File: src/rtl/eight_wheel_torsen_torque_split_assert.svh
// Assertion macros used by the top-level RTL file.
`ifndef EIGHT_WHEEL_TORSEN_TORQUE_SPLIT_ASSERT_SVH
`define EIGHT_WHEEL_TORSEN_TORQUE_SPLIT_ASSERT_SVH
`ifndef SYNTHESIS
`define EWT_ASSERT_SAME(label, ante, cons) \
  label: assert property (@(posedge clk) disable iff (!rst_n) (ante) |-> cons) \
    else $error("assertion failed");
`define EWT_ASSERT_NEXT(label, ante, cons) \
  label: assert property (@(posedge clk) disable iff (!rst_n) (ante) |=> cons) \
    else $error("assertion failed");
`else
`define EWT_ASSERT_SAME(label, ante, cons)
`define EWT_ASSERT_NEXT(label, ante, cons)
`endif
`endif

File: src/rtl/ewt_pkg.sv
`timescale 1ns / 1ps
package ewt_pkg;

  localparam int NUM_AXLES = 4;
  localparam int NUM_SPEEDS = 8;
  localparam int B16_W = 24;
  localparam int NUM_W = 56;
  localparam int DEN_W = 27;
  localparam int Q_W = 30;
  localparam int LANE_LAT = 5 + Q_W;
  localparam int ITEM_LAT = LANE_LAT;
  localparam int CFG_AW = 4;
  localparam logic [15:0] BIAS_CAP_RST = 16'd512;
  localparam logic [24:0] BIAS_ONE = 25'h10000;

  typedef enum logic [1:0] {
    REG_AXLE1_BIAS,
    REG_AXLE2_BIAS,
    REG_AXLE3_BIAS,
    REG_AXLE4_BIAS
  } cfg_reg_t;

  typedef enum logic [1:0] {
    BIAS_FLAT,
    BIAS_RAMP,
    BIAS_MAX
  } bias_region_t;

  typedef struct packed {
    logic signed [31:0] drive_torque;
    logic signed [31:0] axle1_left_speed;
    logic signed [31:0] axle1_right_speed;
    logic signed [31:0] axle2_left_speed;
    logic signed [31:0] axle2_right_speed;
    logic signed [31:0] axle3_left_speed;
    logic signed [31:0] axle3_right_speed;
    logic signed [31:0] axle4_left_speed;
    logic signed [31:0] axle4_right_speed;
  } in_req_t;

  typedef struct packed {
    logic signed [31:0] axle1_left_torque;
    logic signed [31:0] axle1_right_torque;
    logic signed [31:0] axle2_left_torque;
    logic signed [31:0] axle2_right_torque;
    logic signed [31:0] axle3_left_torque;
    logic signed [31:0] axle3_right_torque;
    logic signed [31:0] axle4_left_torque;
    logic signed [31:0] axle4_right_torque;
    logic signed [31:0] shaft_speed;
  } out_res_t;

endpackage

File: src/rtl/ewt_mean.sv
`timescale 1ns / 1ps
module ewt_mean (
  input  logic               clk,
  input  logic signed [31:0] spd [ewt_pkg::NUM_SPEEDS],
  output logic signed [31:0] mean
);
  import ewt_pkg::*;

  localparam int DLY = ITEM_LAT - 3;

  logic signed [32:0] s1_r [4];
  logic signed [33:0] s2_r [2];
  logic signed [34:0] s3_r, s3_adj;
  logic signed [31:0] dly_r [DLY];

  always_comb begin
    s3_adj = s3_r + (s3_r[34] ? 35'sd7 : 35'sd0);
  end

  always_ff @(posedge clk) begin
    for (int k = 0; k < 4; k++) begin
      s1_r[k] <= 33'(spd[2*k]) + 33'(spd[2*k+1]);
    end
    for (int k = 0; k < 2; k++) begin
      s2_r[k] <= 34'(s1_r[2*k]) + 34'(s1_r[2*k+1]);
    end
    s3_r     <= 35'(s2_r[0]) + 35'(s2_r[1]);
    dly_r[0] <= 32'(s3_adj >>> 3);
    for (int k = 1; k < DLY; k++) begin
      dly_r[k] <= dly_r[k-1];
    end
  end

  assign mean = dly_r[DLY-1];
endmodule

File: config.mk
export PLATFORM = sky130hd
export DESIGN_NAME = ewt_mean
export DESIGN_NICKNAME = d
export VERILOG_FILES = /design/src/rtl/eight_wheel_torsen_torque_split_assert.svh /design/src/rtl/ewt_pkg.sv /design/src/rtl/ewt_mean.sv
export SDC_FILE = /design/constraint.sdc
export NUM_CORES = 1
export LEC_CHECK = 0
export BUFFER_PORTS_ARGS = -buffer_cell sky130_fd_sc_hd__buf_2
export CAP_MARGIN = 30
export CORE_UTILIZATION = 46
export DETAILED_ROUTE_END_ITERATION = 8
export GPL_TIMING_DRIVEN = 1
export PLACE_DENSITY = 0.68
export SYNTH_ARGS = -nofsm -noshare
export SYNTH_HDL_FRONTEND = slang
export SYNTH_SLANG_ARGS = --single-unit
File: constraint.sdc
create_clock -name clk -period 4.03 [get_ports clk]
set_input_delay 0.806 -clock clk [delete_from_list [all_inputs] [get_ports clk]]
set_output_delay 0.806 -clock clk [all_outputs]
set_load 0.01 [all_outputs]
---- Word-level counts from Yosys, hierarchy flattened ----
Memory sizes are Yosys's and may differ from the RTL's.
Cells that the tools add are included.
operators by class
  $add $sub $neg .......................... 8
  muxes and demuxes ....................... 1
operators with widths
  kind              number
  $add A32 B32 Y33  4
  $add A33 B33 Y34  2
  $add A34 B34 Y35  1
  $add A35 B4 Y35   1
  $mux W3           1
word-level totals
  register bits after elaboration ......... 35
  memories ................................ 3
  bits of input ports ..................... 257
  memory bits (writable) .................. 1224
memories
  memory  words  bits a word  read ports  clocked after memory_dff  write ports  line            RTL
  dly_r   32     32           32          0                         32           ewt_mean.sv:14  logic signed [31:0] dly_r [DLY];
  s1_r    4      33           4           0                         4            ewt_mean.sv:11  logic signed [32:0] s1_r [4];
  s2_r    2      34           2           0                         2            ewt_mean.sv:12  logic signed [33:0] s2_r [2];

---- Depth between registers and ports, before layout ----
Gate-level depths: netlist of run 1.
  word-level depth ........................ 2
  gate-level depth with buffers ........... 12

---- Worst setup path after synthesis of run 1 ----
Ideal clock, no wire load.
  path type ............................... input port to flip-flop
  start ................................... input spd[192] in the netlist's numbering
  end ..................................... memory s1_r[0][32]
  path buffers ............................ 0
  stages .................................. 11
  data required time ...................... 3.972 ns
  arrival time ............................ 3.232 ns
  slack ................................... 0.740 ns
  cell sequence ........................... ha_1 > fa_1 > a21o_1 > a2bb2oi_1 > o2bb2ai_2 > a211oi_1 > a2111oi_4 > o21ai_0 > o21a_1 > a221oi_2 > o21a_1
RTL lines
  item         line            RTL
  from (decl)  ewt_mean.sv:4   input logic signed [31:0] spd [ewt_pkg::NUM_SPEEDS],
  to (decl)    ewt_mean.sv:11

==> summary.txt, run 1 <==
CP endpoint kind = register
max-slew violation count = 0
FF+latch count, synth = 1259
Worst Hold Path EP = dly_r[0][186]$_DFF_P_
later-pin clock latency in the skew report = 0.66 ns
share of layout cells above drive strength 1 = 0.154
vias in the first global route = 20200
setup_tns = 0 ns
Total Power = 37900 uW
hold-fix buffers at CTS = 0
dpl cells = 4151
nature of the critical path startpoint = register
Final Hold Viols = 0
DP Area = 39400 um^2
synth top area cells = dfxtp_1 (68%), ha_1 (7.8%), xnor2_1 (3.7%), a21o_1 (2.5%), a21oi_1 (2.4%)
gp weighted congestion = 0.899
CTS clk-pin slew, worst paths = 0.06 ns
leading area contributor after synthesis = dfxtp_1
initial core utilization = 0.466
run status = finished clean
DR iter-0 viols = 811
worst rel slew slack = 0.427
TritonCTS clock tree = built
final instance area = 43400 um^2
GR Overflow Total = 0
Fillers = 6672
global-route wire length before repair = 95.0 mm
CP Class = register to register
DRC viols = 0
P_leak = 0.0192 uW
top-count cell post-synth = dfxtp_1
max frequency = 311 MHz
Worst Skew = 0.0298 ns
Reg2Reg Launch Point = s1_r[1][0]$_DFF_P_
Pre-antenna DRT Iters = 5
Crit path largest cell delay = 0.54 ns
Slew @ Worst Pin = 0.854 ns
post-route ant nets = 0
post-synthesis net count = 3361
Worst Reg-to-Reg Cells = 12
Gate Count Post-Synth = 2867
Post-synth EDFFs = 0
vias post-DR = 20900
hold path startpoint = dly_r[0][154]$_DFF_P_
peak supply drop = 398 uV
Post-synth ARST share = 0
post-CTS resize count = 0
Syn Area/Cell = 12.9 um^2
DP HPWL = 43.5 mm
Netlist cell types = 80
Total Wirelength = 58.9 mm
Crit path required time = 4.60 ns
Period Utilization, post-route = 0.797
antenna violations before repair = 9
Crit Reg-Reg Endpoint = s2_r[0][32]$_DFF_P_
die area = 81500 um^2
die width = 285 um
Max-cap violations = 0
Top FF cell, synth = dfxtp_1
GR Util All Layers = 0.143
Ports = 289
Post-synth top cells = dfxtp_1 (1259), ha_1 (230), a21oi_1 (177)
worst min path class = register to register
CTS max path bufs = 3
YS warnings = 0
setup repair after global routing missed its margin = no
Clock Sinks = 1259
sequential area share after synthesis = 0.682
Reg area = 25200 um^2
wire length per cell after detailed routing = 13.5 um
die height = 285 um
Critical Path AT = 3.78 ns
Cell Rows = 103
Reg2Reg Setup Slack = 0.82 ns
mapped cell area = 36900 um^2
Crit Path Max Fanout = 4
hold path cells = 0
via-per-instance ratio = 4.79
post-CTS setup buffer count = 0
largest net degree at the start of global routing = 18
CTS buffer count = 113
nets = 3710
Finished Layout Cells = 4363
final setup fails = 0
Crit-path slowest cell = o311ai_1
top cell type's share of synthesized area = 0.682
Area Overhead vs Synth = 17.4%
fin crit period = 3.21 ns
Clock Tree Root = clkbuf_16
H-tree depth = 3
area occupied by multi-input gates = 11200 um^2
pwr dens = 874 nW/um^2
IO buf count = 288
Core ar. = 79300 um^2
CP cell instances = ha_1 -> inv_1 -> fa_1 -> nor2b_1 -> o31a_1 -> o221a_2 -> a211o_1 -> o21ai_2 -> o311ai_1 -> a221oi_1 -> o21ai_0 -> xor2_1
## cell usage in the layout (no fill, tap or decap), drive strengths merged, types with 7 or more instances in the layout
cell,Yosys,layout
clkbuf,24,157
and2,15,15
xnor2,154,154
diode,0,7
a211o,10,10
o21a,16,16
xor2,83,83
nand3,48,48
bufinv,0,13
o21bai,27,27
a31oi,30,30
a21o,121,121
ha,230,230
nor2,90,90
o211ai,13,13
fa,7,7
nand2,127,127
a21boi,7,7
dfxtp,1259,1259
buf,35,293
clkinv,0,27
inv,44,49
nand4,34,34
a21oi,179,179
a31o,8,8
a211oi,21,21
nor2b,23,23
o31ai,13,13
and3,27,27
o21ai,101,101
nor3,12,12
nand2b,26,26
## final cells by class
type,instances,share of cell area
clock inverter,48,0.0167
clock buffer,157,0.0743
tap,1050,0.0303
multi-input combinational,1505,0.259
timing repair buffer,293,0.0341
inverter,44,0.00381
sequential,1259,0.581
antenna,7,0.000404
## kinds of logic (layout without fill, tap and decap cells)
group	after synthesis	count (layout)	synth area share
flops	1259	1259	0.682
compound gates	608	608	0.111
simple gates	422	422	0.0554
fa+ha+maj	237	237	0.0817
xor+xnor	237	237	0.0562
buf+inv	103	542	0.0138
mux	1	1	0.000305
other cells	0	7	0
## sequential cells by signal, summed over array words and instances, names as in the netlist
name   count
s3_r      35
s2_r      68
s1_r     132
dly_r   1024
## worst max-delay path by stage
| stage | startpoint | endpoint | slack (ns) | depth (start not counted) |
|---|---|---|---|---|
| after floorplan | spd[192] | s1_r[0][32]$_DFF_P_ | 0.74 | 11 |
| after global placement | spd[192] | s1_r[0][32]$_DFF_P_ | 0.30 | 12 |
| after detailed placement | spd[192] | s1_r[0][32]$_DFF_P_ | 0.21 | 12 |
| after CTS | s1_r[3][0]$_DFF_P_ | s2_r[0][64]$_DFF_P_ | 0.79 | 11 |
| after global routing | s1_r[0][0]$_DFF_P_ | s2_r[0][32]$_DFF_P_ | 0.60 | 12 |
| final | s1_r[1][0]$_DFF_P_ | s2_r[0][32]$_DFF_P_ | 0.82 | 12 |
## worst max-delay path, delay by kind of cell (launching register included)
family | cells | cell delay, ns
compound gates | 7 | 1.78
xor+xnor | 1 | 0.17
fa+ha+maj | 2 | 0.61
buf+inv | 1 | 0.07
flops | 1 | 0.31
simple gates | 1 | 0.18
## routing by layer
| metal | track usage | up-vias | routed length, um |
|---|---|---|---|
| met4 | 0.0707 | 4 | 2200 |
| met1 | 0.164 | 9603 | 25200 |
| met3 | 0.0309 | 151 | 3090 |
| li1 | - | 10600 | - |
| met5 | 0 | - | 23 |
| met2 | 0.251 | 510 | 28400 |
## power breakdown
part | leakage (uW) | total [uW] | internal [uW] | switching (uW)
clock network | 0.00193 | 10800 | 6460 | 4380
logic | 0.00665 | 6910 | 3090 | 3820
registers | 0.0106 | 20200 | 18800 | 1370
total | 0.0192 | 37900 | 28300 | 9570
## through the flow
stage | util | hold WS (ns) | setup WS (ns)
5_1_grt | 0.547 | 0.294 | 0.602
3_3_place_gp | 0.497 | 0.310 | 0.296
3_5_place_dp | 0.497 | 0.312 | 0.211
4_1_cts | 0.547 | 0.290 | 0.793
2_1_floorplan | - | 0.310 | 0.740
6_report | 0.547 | 0.295 | 0.818
No activity file was read; power rests on OpenSTA's default activity.
==> inputs of run 2 (changes only) <==
--- a/config.mk
+++ b/config.mk
@@ -10,7 +10,7 @@
 export CORE_UTILIZATION = 46
 export DETAILED_ROUTE_END_ITERATION = 8
 export GPL_TIMING_DRIVEN = 1
-export PLACE_DENSITY = 0.68
+export PLACE_DENSITY = 0.7
 export SYNTH_ARGS = -nofsm -noshare
 export SYNTH_HDL_FRONTEND = slang
 export SYNTH_SLANG_ARGS = --single-unit
==> constraint.sdc (replaced) <==
create_clock -name clk -period 2.9 [get_ports clk]
set_input_delay 0.58 -clock clk [delete_from_list [all_inputs] [get_ports clk]]
set_output_delay 0.58 -clock clk [all_outputs]
set_load 0.01 [all_outputs]
==> run 2 against run 1 <==
  * The run now ends with setup timing left
  * Count of clock-buffer cells in the layout increased by 4
  * Wire length grew 9.5%
  * Final cell count grew 4.4%
  * Maximum frequency grew 10%
  * Non-clock buffer count is 201 higher
  * Combinational power up 61%
==> summary.txt, run 2 (synthesis results as in run 1) <==
run status = finished with violations
violated checks = setup timing
final instance area = 45100 um^2
Clock Tree Root = clkbuf_16
Slew @ Worst Pin = 0.536 ns
die width = 285 um
Top Registers = dly_r: 1024 flops, s1_r: 132 flops, s2_r: 68 flops
die height = 285 um
Most flops, register = dly_r
CTS clk-pin slew, worst paths = 0.06 ns
nets = 3907
worst rel slew slack = 0.633
Finished Layout Cells = 4557
share of layout cells above drive strength 1 = 0.213
pwr dens = 1200 nW/um^2
setup repair after global routing missed its margin = yes
Core ar. = 79300 um^2
H-tree depth = 3
Hold WS = 0.158 ns
peak supply drop = 623 uV
initial core utilization = 0.466
Final Hold Viols = 0
DR iter-0 viols = 910
CP endpoint kind = register
largest net degree at the start of global routing = 17
CP Class = register to register
CTS buffer count = 109
die area = 81500 um^2
Max-cap violations = 0
max frequency = 343 MHz
Final Worst Setup Slack = -0.0114 ns
nature of the critical path startpoint = register
via-per-instance ratio = 4.71
antenna violations before repair = 2
max reg flops = 1024
DP Area = 40900 um^2
gp weighted congestion = 0.921
TritonCTS clock tree = built
vias post-DR = 21500
worst min path class = input port to register
later-pin clock latency in the skew report = 0.66 ns
DP HPWL = 48.3 mm
Cell Rows = 103
Place WS = -0.710 ns
max-slew violation count = 0
GR Overflow Total = 0
dpl cells = 4348
Period Utilization, post-route = 1.00
fin crit period = 2.91 ns
wire length per cell after detailed routing = 14.2 um
GR Util All Layers = 0.157
hold-fix buffers at CTS = 0
global-route wire length before repair = 103 mm
CTS max path bufs = 3
Crit Path Max Fanout = 3
Area Overhead vs Synth = 22.0%
final setup fails = 1
Pre-antenna DRT Iters = 5
Total Wirelength = 64.5 mm
vias in the first global route = 21200
final core utilization = 0.569
Clock Sinks = 1259
Fillers = 6584
Worst Skew = 0.0387 ns
Reg area = 25200 um^2
Critical Path AT = 3.44 ns
Crit path required time = 3.42 ns
post-route ant nets = 0
IO buf count = 288
most frequent cells in the layout = dfxtp_1 (1255), buf_2 (288), ha_1 (226)
commonest non-fill, non-tap cell in the layout = dfxtp_1
P_leak = 0.0202 uW
Ports = 289
area occupied by multi-input gates = 11500 um^2
DRC viols = 0
==> run 2: cell count changes in the layout (fill, tap and decap cells not counted), moves of 5 or more <==
| cell | previous run | this run |
|---|---|---|
| buf_4 | 5 | 204 |
| o31ai_1 | 13 | 8 |
| a211oi_2 | 1 | 7 |
| diode_2 | 7 | 2 |
| a211oi_1 | 20 | 14 |
| clkbuf_1 | 21 | 27 |
| clkinv_4 | 6 | 1 |
==> run 2: metrics by stage <==
step	TNS [ns]	power, uW
after global placement	-15.63	38800
after floorplan	0	35400
after global routing	-0.534	57400
after detailed placement	-16.22	39200
final	-0.0114	54100
after CTS	0	54500
==> run 2: what timing repair did <==
| action | in CTS | in global routing |
|---|---|---|
| resized for setup | 20 | 38 |
| pin swaps | 4 | 27 |
| endpoints found under the setup margin | 15 | 26 |
| endpoints found under the hold margin | 0 | 0 |
| setup buffers | 0 | 5 |
==> run 2: layout make-up <==
| type | instances | share of cell area |
|---|---|---|
| Multi-Input combinational cell | 1505 | 0.256 |
| Timing Repair Buffer | 494 | 0.0666 |
| Sequential cell | 1259 | 0.559 |
| Tap cell | 1050 | 0.0291 |
| Clock buffer | 161 | 0.0709 |
| Clock inverter | 42 | 0.0148 |
| Antenna cell | 2 | 0.000111 |
| Inverter | 44 | 0.00366 |
==> run 2: critical path, stage by stage (launching register included) <==
cell and delay [ns]:
dfxtp_2 0.33, ha_4 0.16, inv_2 0.05, fa_2 0.22, nor2b_4 0.05, o211ai_1 0.26
a31oi_2 0.16, a21o_1 0.23, a211o_1 0.34, buf_6 0.13, a31o_4 0.21, a221oi_2 0.22
buf_4 0.17, o31ai_2 0.07, xor2_1 0.19
==> run 2: power by group <==
group	internal [uW]	leakage (uW)	switching, uW
combinational	5290	0.00769	5840
clock	8790	0.00187	6020
sequential	26100	0.0106	2050
total	40200	0.0202	13900
==> run 2: worst paths after layout <==
path / startpoint / endpoint / slack (ns) / cells past startpoint
setup / recovery: s2_r[0][34]$_DFF_P_ / s3_r[28]$_DFF_P_ / -0.01 / 14
hold / removal: spd[160] / s1_r[1][0]$_DFF_P_ / 0.16 / 2
setup reg to reg: s2_r[0][34]$_DFF_P_ / s3_r[28]$_DFF_P_ / -0.01 / 14
hold reg to reg: dly_r[0][183]$_DFF_P_ / dly_r[0][215]$_DFF_P_ / 0.30 / 0
==> run 2: layer usage <==
metal  GRT usage  vias to the layer above  wire, um
met5           0                        -         0
met4      0.0699                        0      2080
met3      0.0284                      123      2800
met2       0.273                      472     31100
met1       0.189                     9858     28500
li1            -                    11000         -
